[src/bdpcm_ra_pkg.sv]
// Shared types and constants for the BDPCM residual accumulation block.
// No dependencies; used by every module under src.
`timescale 1ns / 1ps

package bdpcm_ra_pkg;

  localparam int MAX_WIDTH_DEF      = 32;
  localparam int MAX_RANGE_BITS_DEF = 20;
  localparam int COEFF_W            = 21;
  localparam int MAX_HEIGHT         = 32;
  localparam int MIN_RANGE_BITS     = 15;
  localparam int PADDR_W            = 4;
  localparam int PDATA_W            = 32;

  localparam logic [5:0] WIDTH_RST  = 6'd4;
  localparam logic [5:0] HEIGHT_RST = 6'd4;
  localparam logic       VERT_RST   = 1'b0;
  localparam logic [4:0] RANGE_RST  = 5'd15;

  typedef enum logic [1:0] {
    REG_BLOCK_WIDTH   = 2'd0,
    REG_BLOCK_HEIGHT  = 2'd1,
    REG_VERTICAL_MODE = 2'd2,
    REG_RANGE_BITS    = 2'd3
  } reg_idx_t;

  typedef struct packed {
    logic [5:0] block_width;
    logic [5:0] block_height;
    logic       vertical_mode;
    logic [4:0] range_bits;
  } cfg_t;

  // Accumulator width: clipped sums need range_bits + 1 bits, never less than a coeff.
  function automatic int acc_width(input int max_range_bits);
    int w;
    w = max_range_bits + 1;
    if (w < COEFF_W) w = COEFF_W;
    return w;
  endfunction

endpackage

[src/bdpcm_ra_regs.sv]
// APB-style configuration registers for the BDPCM residual accumulation block.
// Depends on bdpcm_ra_pkg.
`timescale 1ns / 1ps

module bdpcm_ra_regs (
  input  logic                                 clk,
  input  logic                                 rst,
  input  logic                                 psel,
  input  logic                                 penable,
  input  logic                                 pwrite,
  input  logic [bdpcm_ra_pkg::PADDR_W-1:0]     paddr,
  input  logic [bdpcm_ra_pkg::PDATA_W-1:0]     pwdata,
  output logic [bdpcm_ra_pkg::PDATA_W-1:0]     prdata,
  output logic                                 pready,
  output bdpcm_ra_pkg::cfg_t                   cfg,
  output logic                                 restart
);

  bdpcm_ra_pkg::reg_idx_t idx;
  logic                   wr;

  assign idx     = bdpcm_ra_pkg::reg_idx_t'(paddr[3:2]);
  assign pready  = 1'b1;
  assign wr      = psel && penable && pwrite && pready;
  assign restart = wr;

  always_ff @(posedge clk) begin
    if (rst) begin
      cfg.block_width   <= bdpcm_ra_pkg::WIDTH_RST;
      cfg.block_height  <= bdpcm_ra_pkg::HEIGHT_RST;
      cfg.vertical_mode <= bdpcm_ra_pkg::VERT_RST;
      cfg.range_bits    <= bdpcm_ra_pkg::RANGE_RST;
    end else if (wr) begin
      case (idx)
        bdpcm_ra_pkg::REG_BLOCK_WIDTH:   cfg.block_width   <= pwdata[5:0];
        bdpcm_ra_pkg::REG_BLOCK_HEIGHT:  cfg.block_height  <= pwdata[5:0];
        bdpcm_ra_pkg::REG_VERTICAL_MODE: cfg.vertical_mode <= pwdata[0];
        bdpcm_ra_pkg::REG_RANGE_BITS:    cfg.range_bits    <= pwdata[4:0];
        default: ;
      endcase
    end
  end

  always_comb begin
    prdata = '0;
    case (idx)
      bdpcm_ra_pkg::REG_BLOCK_WIDTH:   prdata[5:0] = cfg.block_width;
      bdpcm_ra_pkg::REG_BLOCK_HEIGHT:  prdata[5:0] = cfg.block_height;
      bdpcm_ra_pkg::REG_VERTICAL_MODE: prdata[0]   = cfg.vertical_mode;
      bdpcm_ra_pkg::REG_RANGE_BITS:    prdata[4:0] = cfg.range_bits;
      default: prdata = '0;
    endcase
  end

endmodule

[src/bdpcm_ra_row_store.sv]
// Row store: one accumulated value per column, registered read.
// Depends on bdpcm_ra_pkg (no direct use beyond widths passed in).
`timescale 1ns / 1ps

module bdpcm_ra_row_store #(
  parameter int DEPTH  = bdpcm_ra_pkg::MAX_WIDTH_DEF,
  parameter int DATA_W = bdpcm_ra_pkg::COEFF_W
) (
  input  logic                     clk,
  input  logic                     wr_en,
  input  logic [$clog2(DEPTH)-1:0] wr_addr,
  input  logic [DATA_W-1:0]        wr_data,
  input  logic                     rd_en,
  input  logic [$clog2(DEPTH)-1:0] rd_addr,
  output logic [DATA_W-1:0]        rd_data
);

  logic [DATA_W-1:0] mem [DEPTH];

  always_ff @(posedge clk) begin
    if (wr_en) mem[wr_addr] <= wr_data;
  end

  always_ff @(posedge clk) begin
    if (rd_en) rd_data <= mem[rd_addr];
  end

endmodule

[src/bdpcm_ra_accum.sv]
// Add-and-clip datapath: coeff plus predecessor, clipped to [-2^p, 2^p-1].
// Depends on bdpcm_ra_pkg.
`timescale 1ns / 1ps

module bdpcm_ra_accum #(
  parameter int ACC_W = bdpcm_ra_pkg::COEFF_W
) (
  input  logic signed [bdpcm_ra_pkg::COEFF_W-1:0] coeff,
  input  logic signed [ACC_W-1:0]                 prev,
  input  logic                                    pass,
  input  logic [4:0]                              clip_bits,
  output logic signed [ACC_W-1:0]                 result
);

  localparam logic [ACC_W:0] One = (ACC_W+1)'(1);

  logic signed [ACC_W:0]   sum;
  logic signed [ACC_W:0]   hi;
  logic signed [ACC_W:0]   lo;
  logic signed [ACC_W-1:0] coeff_x;

  assign coeff_x = {{(ACC_W-bdpcm_ra_pkg::COEFF_W+1){coeff[bdpcm_ra_pkg::COEFF_W-1]}},
                    coeff[bdpcm_ra_pkg::COEFF_W-2:0]};
  assign sum     = $signed({coeff_x[ACC_W-1], coeff_x}) + $signed({prev[ACC_W-1], prev});
  assign hi      = $signed((One << clip_bits) - One);
  assign lo      = ~hi;

  always_comb begin
    if (pass)          result = coeff_x;
    else if (sum > hi) result = hi[ACC_W-1:0];
    else if (sum < lo) result = lo[ACC_W-1:0];
    else               result = sum[ACC_W-1:0];
  end

endmodule

[src/bdpcm_residual_accumulate_unit.sv]
// Top level of the BDPCM residual accumulation block.
// Depends on bdpcm_ra_pkg, bdpcm_ra_regs, bdpcm_ra_row_store, bdpcm_ra_accum.
`timescale 1ns / 1ps

// Inverse block-DPCM accumulation of residual coefficients, one coefficient
// beat in, one result beat out. Coefficients arrive in raster order for a
// block_width x block_height block. Horizontal mode adds each coefficient to
// its accumulated left neighbor; vertical mode adds it to the accumulated value
// above it, held in a row store of MAX_WIDTH entries. Sums clip to
// [-2^range_bits, 2^range_bits-1]; the first column (horizontal) or first row
// (vertical) passes through. block_last flags the final beat of each block.
// Throughput is one beat per cycle while result_stall is low. An accepted
// input beat is loaded into the work register (coefficient plus the registered
// row store read) and moves on to the output register once that register is
// empty or its result is taken. A new input beat is taken while a finished
// result waits under result_stall only if the work register between the two
// is empty; with both full, coeff_stall follows result_stall. Any register
// write restarts the block at its first coefficient; write registers only
// while the block is idle. The row store needs no clearing: each block begins
// with a full first row, which writes every entry that later rows read.

module bdpcm_residual_accumulate_unit #(
  parameter int MAX_WIDTH      = bdpcm_ra_pkg::MAX_WIDTH_DEF,
  parameter int MAX_RANGE_BITS = bdpcm_ra_pkg::MAX_RANGE_BITS_DEF
) (
  input  logic                                       clk,
  input  logic                                       rst,
  // coefficient input channel
  input  logic                                       coeff_valid,
  output logic                                       coeff_stall,
  input  logic signed [bdpcm_ra_pkg::COEFF_W-1:0]    coeff_in,
  // result channel
  output logic                                       result_valid,
  input  logic                                       result_stall,
  output logic signed [bdpcm_ra_pkg::COEFF_W-1:0]    coeff_out,
  output logic                                       block_last,
  // configuration port
  input  logic                                       psel,
  input  logic                                       penable,
  input  logic                                       pwrite,
  input  logic [bdpcm_ra_pkg::PADDR_W-1:0]           paddr,
  input  logic [bdpcm_ra_pkg::PDATA_W-1:0]           pwdata,
  output logic [bdpcm_ra_pkg::PDATA_W-1:0]           prdata,
  output logic                                       pready
);

  localparam int ACC_W = bdpcm_ra_pkg::acc_width(MAX_RANGE_BITS);
  localparam int COL_W = $clog2(MAX_WIDTH);
  localparam logic [7:0] MaxW8   = 8'(MAX_WIDTH);
  localparam logic [4:0] RngMin  = 5'(bdpcm_ra_pkg::MIN_RANGE_BITS);
  localparam logic [4:0] RngMax  = 5'(MAX_RANGE_BITS);
  localparam logic [5:0] MaxH6   = 6'(bdpcm_ra_pkg::MAX_HEIGHT);

  bdpcm_ra_pkg::cfg_t cfg;
  logic               restart;

  bdpcm_ra_regs u_regs (
    .clk     (clk),
    .rst     (rst),
    .psel    (psel),
    .penable (penable),
    .pwrite  (pwrite),
    .paddr   (paddr),
    .pwdata  (pwdata),
    .prdata  (prdata),
    .pready  (pready),
    .cfg     (cfg),
    .restart (restart)
  );

  // ---------------------------------------------------------------------------
  // Effective (clamped) configuration
  // ---------------------------------------------------------------------------
  logic [7:0] width_eff;
  logic [5:0] height_eff;
  logic [4:0] clip_bits;

  always_comb begin
    if (cfg.block_width == '0)              width_eff = 8'd1;
    else if ({2'b00, cfg.block_width} > MaxW8) width_eff = MaxW8;
    else                                     width_eff = {2'b00, cfg.block_width};

    if (cfg.block_height == '0)   height_eff = 6'd1;
    else if (cfg.block_height > MaxH6) height_eff = MaxH6;
    else                          height_eff = cfg.block_height;

    if (cfg.range_bits < RngMin)      clip_bits = RngMin;
    else if (cfg.range_bits > RngMax) clip_bits = RngMax;
    else                              clip_bits = cfg.range_bits;
  end

  // ---------------------------------------------------------------------------
  // Position counters, advanced on each accepted input beat
  // ---------------------------------------------------------------------------
  logic [COL_W-1:0] column_pos, column_pos_next;
  logic [4:0]       row_pos, row_pos_next;
  logic [7:0]       col8;
  logic [COL_W-1:0] col;
  logic             last_col, last_beat, first_elem;
  logic             in_accept;

  always_comb begin
    col8 = 8'(column_pos);
    if (col8 >= width_eff) col8 = width_eff - 8'd1;
    col        = col8[COL_W-1:0];
    last_col   = (col8 + 8'd1) >= width_eff;
    last_beat  = last_col && ((6'(row_pos) + 6'd1) >= height_eff);
    first_elem = cfg.vertical_mode ? (row_pos == '0) : (col8 == 8'd0);

    column_pos_next = column_pos;
    row_pos_next    = row_pos;
    if (restart) begin
      column_pos_next = '0;
      row_pos_next    = '0;
    end else if (in_accept) begin
      if (last_beat) begin
        column_pos_next = '0;
        row_pos_next    = '0;
      end else if (last_col) begin
        column_pos_next = '0;
        row_pos_next    = row_pos + 5'd1;
      end else begin
        column_pos_next = col + COL_W'(1);
      end
    end
  end

  always_ff @(posedge clk) begin
    if (rst) begin
      column_pos <= '0;
      row_pos    <= '0;
    end else begin
      column_pos <= column_pos_next;
      row_pos    <= row_pos_next;
    end
  end

  // ---------------------------------------------------------------------------
  // Work stage: holds the accepted beat while the row store read completes
  // ---------------------------------------------------------------------------
  logic                                    work_valid;
  logic signed [bdpcm_ra_pkg::COEFF_W-1:0] work_coeff;
  logic [COL_W-1:0]                        work_col;
  logic                                    work_pass, work_last, work_vert;
  logic                                    work_adv;
  logic                                    fwd_hit;
  logic signed [ACC_W-1:0]                 fwd_value;
  logic signed [ACC_W-1:0]                 left_value;
  logic signed [ACC_W-1:0]                 above, prev, result;
  logic [ACC_W-1:0]                        rd_data;
  logic                                    store_wr;

  assign work_adv    = work_valid && (!result_valid || !result_stall);
  assign coeff_stall = work_valid && !work_adv;
  assign in_accept   = coeff_valid && !coeff_stall;
  assign store_wr    = work_adv && work_vert;

  always_ff @(posedge clk) begin
    if (rst) work_valid <= 1'b0;
    else if (in_accept) work_valid <= 1'b1;
    else if (work_adv) work_valid <= 1'b0;
  end

  always_ff @(posedge clk) begin
    if (in_accept) begin
      work_coeff <= coeff_in;
      work_col   <= col;
      work_pass  <= first_elem;
      work_last  <= last_beat;
      work_vert  <= cfg.vertical_mode;
      // The beat leaving this cycle writes the entry we are reading: bypass it.
      fwd_hit    <= store_wr && (work_col == col);
      fwd_value  <= result;
    end
  end

  bdpcm_ra_row_store #(
    .DEPTH  (MAX_WIDTH),
    .DATA_W (ACC_W)
  ) u_row_store (
    .clk     (clk),
    .wr_en   (store_wr),
    .wr_addr (work_col),
    .wr_data (result),
    .rd_en   (in_accept),
    .rd_addr (col),
    .rd_data (rd_data)
  );

  assign above = fwd_hit ? fwd_value : $signed(rd_data);
  assign prev  = work_vert ? above : left_value;

  bdpcm_ra_accum #(
    .ACC_W (ACC_W)
  ) u_accum (
    .coeff     (work_coeff),
    .prev      (prev),
    .pass      (work_pass),
    .clip_bits (clip_bits),
    .result    (result)
  );

  // Left neighbor for horizontal mode
  always_ff @(posedge clk) begin
    if (rst) left_value <= '0;
    else if (work_adv && !work_vert) left_value <= result;
  end

  // ---------------------------------------------------------------------------
  // Output register
  // ---------------------------------------------------------------------------
  always_ff @(posedge clk) begin
    if (rst) result_valid <= 1'b0;
    else if (work_adv) result_valid <= 1'b1;
    else if (!result_stall) result_valid <= 1'b0;
  end

  always_ff @(posedge clk) begin
    if (work_adv) begin
      coeff_out  <= result[bdpcm_ra_pkg::COEFF_W-1:0];
      block_last <= work_last;
    end
  end

endmodule
[config.mk]
export PLATFORM = sky130hd
export DESIGN_NAME = bdpcm_residual_accumulate_unit
export DESIGN_NICKNAME = d
export VERILOG_FILES = /design/src/bdpcm_ra_pkg.sv /design/src/bdpcm_ra_regs.sv /design/src/bdpcm_ra_row_store.sv /design/src/bdpcm_ra_accum.sv /design/src/bdpcm_residual_accumulate_unit.sv
export SDC_FILE = /design/constraint.sdc
export NUM_CORES = 1
export LEC_CHECK = 0
export ABC_AREA = 1
export BUFFER_PORTS_ARGS = -buffer_cell sky130_fd_sc_hd__buf_2
export CAP_MARGIN = 20
export CORE_MARGIN = 2
export CORE_UTILIZATION = 48
export CTS_BUF_LIST = sky130_fd_sc_hd__clkbuf_4
export DETAILED_ROUTE_END_ITERATION = 10
export PLACE_DENSITY = 0.63
export SLEW_MARGIN = 15
export SYNTH_ARGS = -nofsm -noshare
export SYNTH_HDL_FRONTEND = slang
export SYNTH_SLANG_ARGS = --single-unit
[constraint.sdc]
create_clock -name clk -period 14.4 [get_ports clk]
set_input_delay 2.16 -clock clk [delete_from_list [all_inputs] [get_ports clk]]
set_output_delay 2.16 -clock clk [all_outputs]
set_load 0.01 [all_outputs]
# --- Word level (Yosys, flattened, before mapping) ---
# Memories as Yosys holds them, arrays and structs flattened. A register that Yosys moved wholly into a read port is not among the register bits.
# Cells that the tools add are included.
word_totals:
  ramBits: 672
  memories: 1
  regBits: 124
  output_inout_bits: 57
  in_bits: 64
  word_cells: 96
classes:
  n_eq_ne: 5
  order_cmp: 9
  shifts: 1
  reduce_logical: 28
  addsub: 7
  mux: 26
  bitwise: 1
memory_table:
  columns: ["memory", "depth", "word_bits", "read_ports", "rd_ports_with_merged_regs", "write_ports", "line", "text"]
  rows:
  - ["u_row_store.mem", 32, 21, 1, 1, 1, "bdpcm_ra_row_store.sv:18", "logic [DATA_W-1:0] mem [DEPTH];"]
ops:
  columns: ["cell", "count"]
  rows:
  - ["21-bit two-way mux", 5]
  - ["5-bit two-way mux", 6]
  - ["6-bit two-way mux", 4]
  - ["21-bit by 21-bit adder with 22-bit output", 1]
  - ["22-bit > comparator", 1]
  - ["22-bit < comparator", 1]
  - ["22-bit NOT", 1]
  - ["1-bit by 5-bit left shift with 22-bit output, first input constant", 1]
  - ["22-bit by 1-bit subtractor with 22-bit output, second input constant", 1]
  - ["6-bit > comparator, second input constant", 2]
  - ["6-bit zero test", 2]
  - ["4-bit one-hot mux with 3 select lines", 1]
  - ["5-bit by 1-bit adder with 5-bit output, second input constant", 2]
  - ["2-bit AND reduction", 5]
  - ["1-bit logical AND", 9]
  - ["8-bit by 1-bit adder with 8-bit output, second input constant", 1]
  - ["5-bit by 8-bit >= comparator with 1-bit output", 1]
  - ["8-bit >= comparator", 1]
  - ["8-bit zero test", 1]
  - ["8-bit two-way mux", 1]
  - ["8-bit by 1-bit subtractor with 8-bit output, second input constant", 1]
  - ["1-bit two-way mux", 7]
  - ["5-bit by 1-bit adder with 6-bit output, second input constant", 1]
  - ["6-bit >= comparator", 1]
  - ["14 further kinds", 20]

# --- Longest topological paths before layout ---
depth:
  word_depth: 10
  mapped_depth: 33
  mapped_depth_nobuf: 30

# --- By module ---
# From an unflattened synthesis, not the netlist that was laid out.
hier_totals:
  cells_unflattened: 3651
  area_unflattened_um2: 37325.8
modules_own_cells:
  columns: ["mod", "area_each_um2", "seq_area_each_um2", "cells_each", "instances"]
  rows:
  - ["bdpcm_ra_row_store", 27776.6, 20810.0, 2338, 1]
  - ["bdpcm_residual_accumulate_unit", 4848.4, 2852.7, 481, 1]
  - ["bdpcm_ra_accum", 3626.0, 0.0, 670, 1]
  - ["bdpcm_ra_regs", 1074.8, 360.3, 162, 1]

# --- Worst setup path before layout ---
# OpenSTA, ideal clock, no wires.
synth_path:
  kind: "input to register"
  from: "in result_stall"
  to: "mem u_row_store.mem[0][0] in the netlist's numbering (enable)"
  setup_slack_ns: 9.161
  path_buffers: 0
  t_required_ns: 14.001
  path_stages: 7
  setup_time_ns: 0.399
  arrival_time_ns: 4.841
  cell_sequence: "nand2_1 inv_1 nor2_1 inv_1 nor2_1 nand3_1 nor2_1"
synth_between:
  elab_chain_cells: 6
synth_rtl:
  columns: ["element", "line", "text"]
  rows:
  - ["start, declared", "bdpcm_residual_accumulate_unit.sv:34", "input logic result_stall,"]
  - ["1-bit zero test", null, null]
  - ["1-bit logical OR", "bdpcm_residual_accumulate_unit.sv:153", "assign work_adv = work_valid && (!result_valid || !result_stall);"]
  - ["1-bit logical AND", "bdpcm_residual_accumulate_unit.sv:153", null]
  - ["via work_adv", "bdpcm_residual_accumulate_unit.sv:145", "logic work_adv;"]
  - ["1-bit logical AND", "bdpcm_residual_accumulate_unit.sv:156", "assign store_wr = work_adv && work_vert;"]
  - ["1-bit two-way mux", "bdpcm_ra_row_store.sv:21", "if (wr_en) mem[wr_addr] <= wr_data;"]
  - ["1-bit two-way mux (implied by the code)", "bdpcm_ra_row_store.sv:21", null]
  - ["end, declared", "bdpcm_ra_row_store.sv:18", null]
# The timed path passes the listed nets, and every way through them passes these cells.

# --- Worst setup path after layout ---
layout_path:
  from: "reg fwd_hit"
  to: "mem u_row_store.mem[22][19] in the netlist's numbering, data pin"
layout_between:
  elab_chain_cells: 7
  word_cells_on_any_way: 8
  cone_classes: "1 x add/sub; 2 x order compare; 5 x mux"
layout_rtl:
  columns: ["element", "line", "text"]
  rows:
  - ["start, declared", "bdpcm_residual_accumulate_unit.sv:146", "logic fwd_hit;"]
  - ["start signal, assigned", "bdpcm_residual_accumulate_unit.sv:172", "fwd_hit <= store_wr && (work_col == col);"]
  - ["21-bit two-way mux (*)", "bdpcm_residual_accumulate_unit.sv:190", "assign above = fwd_hit ? fwd_value : $signed(rd_data);"]
  - ["21-bit two-way mux (*)", "bdpcm_residual_accumulate_unit.sv:191", "assign prev = work_vert ? above : left_value;"]
  - ["21-bit by 21-bit adder with 22-bit output (*)", "bdpcm_ra_accum.sv:24", "assign sum = $signed({coeff_x[ACC_W-1], coeff_x}) + $signed({prev[ACC_W-1], prev});"]
  - ["22-bit < comparator", "bdpcm_ra_accum.sv:31", "else if (sum < lo) result = lo[ACC_W-1:0];"]
  - ["21-bit two-way mux", "bdpcm_ra_accum.sv:31", null]
  - ["21-bit two-way mux (*)", "bdpcm_ra_accum.sv:30", "else if (sum > hi) result = hi[ACC_W-1:0];"]
  - ["21-bit two-way mux (*)", "bdpcm_ra_accum.sv:29", "if (pass) result = coeff_x;"]
  - ["via result[19]", "bdpcm_residual_accumulate_unit.sv:149", "logic signed [ACC_W-1:0] above, prev, result;"]
# Mark *: on every way through the listed nets, which the timed path passes. The rest lies on a longest branch.

==> results.tsv <==
metric	value	unit
Pwr per Cell Area	241	nW/µm²
I/O pin count	121	
Worst-Margin Slew	1.07	ns
Final min period	7.17	ns
cts hold-fix bufs	0	
vias in the first global route	24750	
f_max	0.139	GHz
worst-path maximum fanout	22	
r2r worst-path depth	28	
core area	74400	µm²
Total Wirelength	96600	µm
post-synthesis cell area	36100	µm²
leading area contributor after synthesis	edfxtp_1	
RSZ-0062 raised after global routing	no	
placed cell count	4164	
Slew Limit Fails	0	
max cap viols	0	
Worst path most repeated cell	nand2_1	
clock root cell	clkbuf_4	
H-tree levels	4	
Via density	5.57	
Ys Warns	0	
initial core utilization	0.485	
Resize count post-CTS	0	
layout cell share with drive strength beyond 1	0.166	
non-filler instance count after layout	4546	
routed len/inst	21.3	µm
crit path buf inv count	3	
Remaining Overflow, GRT	0	
min-delay worst type	reg -> reg	
Worst VDD drop	0.175	mV
Routed Antenna Nets	0	
Area Growth Syn to Fin	11.7	%
worst clock skew	0.0883	ns
Pleak	15.4	nW
critical path capture point type	register	
Setup crit start kind	register	
row cnt	100	
synthesized instance count	3234	
Avg Cell Area, Syn	11.2	µm²
initial antenna violation count	2	
CTS sink count	817	
WS Path Type	reg -> reg	
CTS Buffer Depth	3	
Setup violations, final	0	
Die Span X	278	µm
clock-pin slew on the worst setup and hold paths	0.07	ns
All-Layer GR Usage	0.247	
CP Data Arrival Time	8.00	ns
slowest cell delay on critical path	0.71	ns
# DRC	0	
routed vias	25332	
aggregate negative setup slack	0	ns
RePlAce Congestion	0.908	
Hold Path Depth	0	
Power, Total	9.70	mW
largest cells by area after synthesis	edfxtp_1 (64%), nand2_1 (7.6%), a21oi_1 (4.0%)	
share of the synthesized area in the top cell type	0.637	
status	completed	
drt pass-1 iters	7	
post-CTS setup buffer count	0	
fin crit share	0.498	
Worst slew margin	0.285	
largest net degree at the start of global routing	170	
Clock Latency Late Sink	1.07	ns
CP delay by family, top	simple AND/OR/NAND/NOR gates	
WP data required	15.23	ns
count of final hold-check violations	0	
worst hold slack	0.493	ns
CTS tree	yes	
CTS Buf Count	208	
first-pass GRT wire length	143000	µm
total stage count of the critical path	28	
DRT iter0 DRCs	2324	
Die Height	278	µm
post-synth cell types	44	
I/O Buffers	65	
fillers	6344	
CP max-delay cell	o21ai_0	
Seq/Total Area, Yosys	0.665	
Die Area	77500	µm²
Final #Nets	3559	
DP HPWL	53600	µm
#FFs+latches synth	817	
-- synth_stat cells, drive strengths merged --
cell	n
nor2	182
dfxtp	51
a22oi	1
o221ai	3
edfxtp	766
conb	2
xor2	24
nand2	730
clkbuf	96
nor3	8
a31oi	2
a21boi	2
a21o	4
o21bai	4
ha	87
and2	2
buf	104
nand4	19
a21oi	292
o21a	5
o211ai	136
a211oi	6
or2	79
o31ai	1
o21ai	276
inv	172
xnor2	4
fa	1
nor4	5
clkinv	2
o22ai	9
nand3	159
-- state kept, by name, summed over array words and instances (netlist names), 5 cells and up --
signal / count
fwd_value: 21
work_col: 5
row_pos: 5
work_coeff: 21
u_regs.cfg: 18
left_value: 21
coeff_out: 21
column_pos: 5
u_row_store.rd_data: 21
u_row_store.mem: 672
-- cell type report --
| type | instances | area, µm² | share of cell area |
|---|---|---|---|
| inverter | 174 | 667 | 0.0165 |
| multi-input combinational | 2086 | 10800 | 0.268 |
| sequential | 817 | 24000 | 0.596 |
| clock buffer | 321 | 2410 | 0.0597 |
| timing repair buffer | 120 | 798 | 0.0198 |
| clock inverter | 54 | 384 | 0.00952 |
| tap | 969 | 1210 | 0.0301 |
| antenna | 5 | 12.5 | 0.000310 |
-- cell families after synthesis --
family                   after synthesis  share of synthesized area
adder cells (fa/ha/maj)               88                     0.0307
AND/OR/NAND/NOR                     1184                      0.137
flip-flops                           817                      0.665
other                                  2                   0.000208
XOR/XNOR                              28                    0.00679
AO/OA/AOI/OAI                        741                      0.115
buffers and inverters                374                     0.0453
-- power by group --
part           switching, mW  total, mW  internal (mW)
combinational           3.22       4.34           1.12
sequential            0.0535       3.32           3.27
clock                  0.948       2.04           1.09
total                   4.22       9.70           5.48
-- per-layer routing --
layer / global-route usage / wire length, µm / part of all wire
met1: 0.318 / 39700 / 0.41
met2: 0.399 / 45700 / 0.47
met3: 0.0541 / 7540 / 0.078
met4: 0.119 / 3690 / 0.038
met5: 0 / 0 / 0
-- worst paths after layout --
path,start,to,slack (ns)
worst min register to register,work_last,block_last,0.49
worst max register to register,fwd_hit,u_row_store.mem[22][19],7.23
worst max-delay path,fwd_hit,u_row_store.mem[22][19],7.23
worst min-delay path,work_last,block_last,0.49
-- metrics by stage --
stage          worst slack [ns]  cell area, µm²   util
2_1_floorplan              9.16           36300      -
3_3_place_gp               7.15           37500  0.503
3_5_place_dp               7.03           37500  0.503
4_1_cts                    6.99           40300  0.541
5_1_grt                    6.61           40300  0.542
6_report                   7.23           40300  0.542
-- cell usage in the layout (no fill, tap or decap), types with 5 or more instances in the layout --
cell and count:
a211oi_1 6, a21oi_1 292, buf_2 65, buf_4 51, clkbuf_4 321, clkinv_1 35
clkinv_2 7, conb_1 45, dfxtp_1 51, diode_2 5, edfxtp_1 766, ha_1 87
inv_1 166, inv_6 5, nand2_1 727, nand3_1 156, nand4_1 18, nor2_1 148
nor2_2 17, nor2_4 17, nor3_1 8, nor4_1 5, o211ai_1 136, o21a_1 5
o21ai_0 103, o21ai_1 169, o22ai_1 9, or2_2 79, xor2_1 24
(Power assumes the default switching activity.)
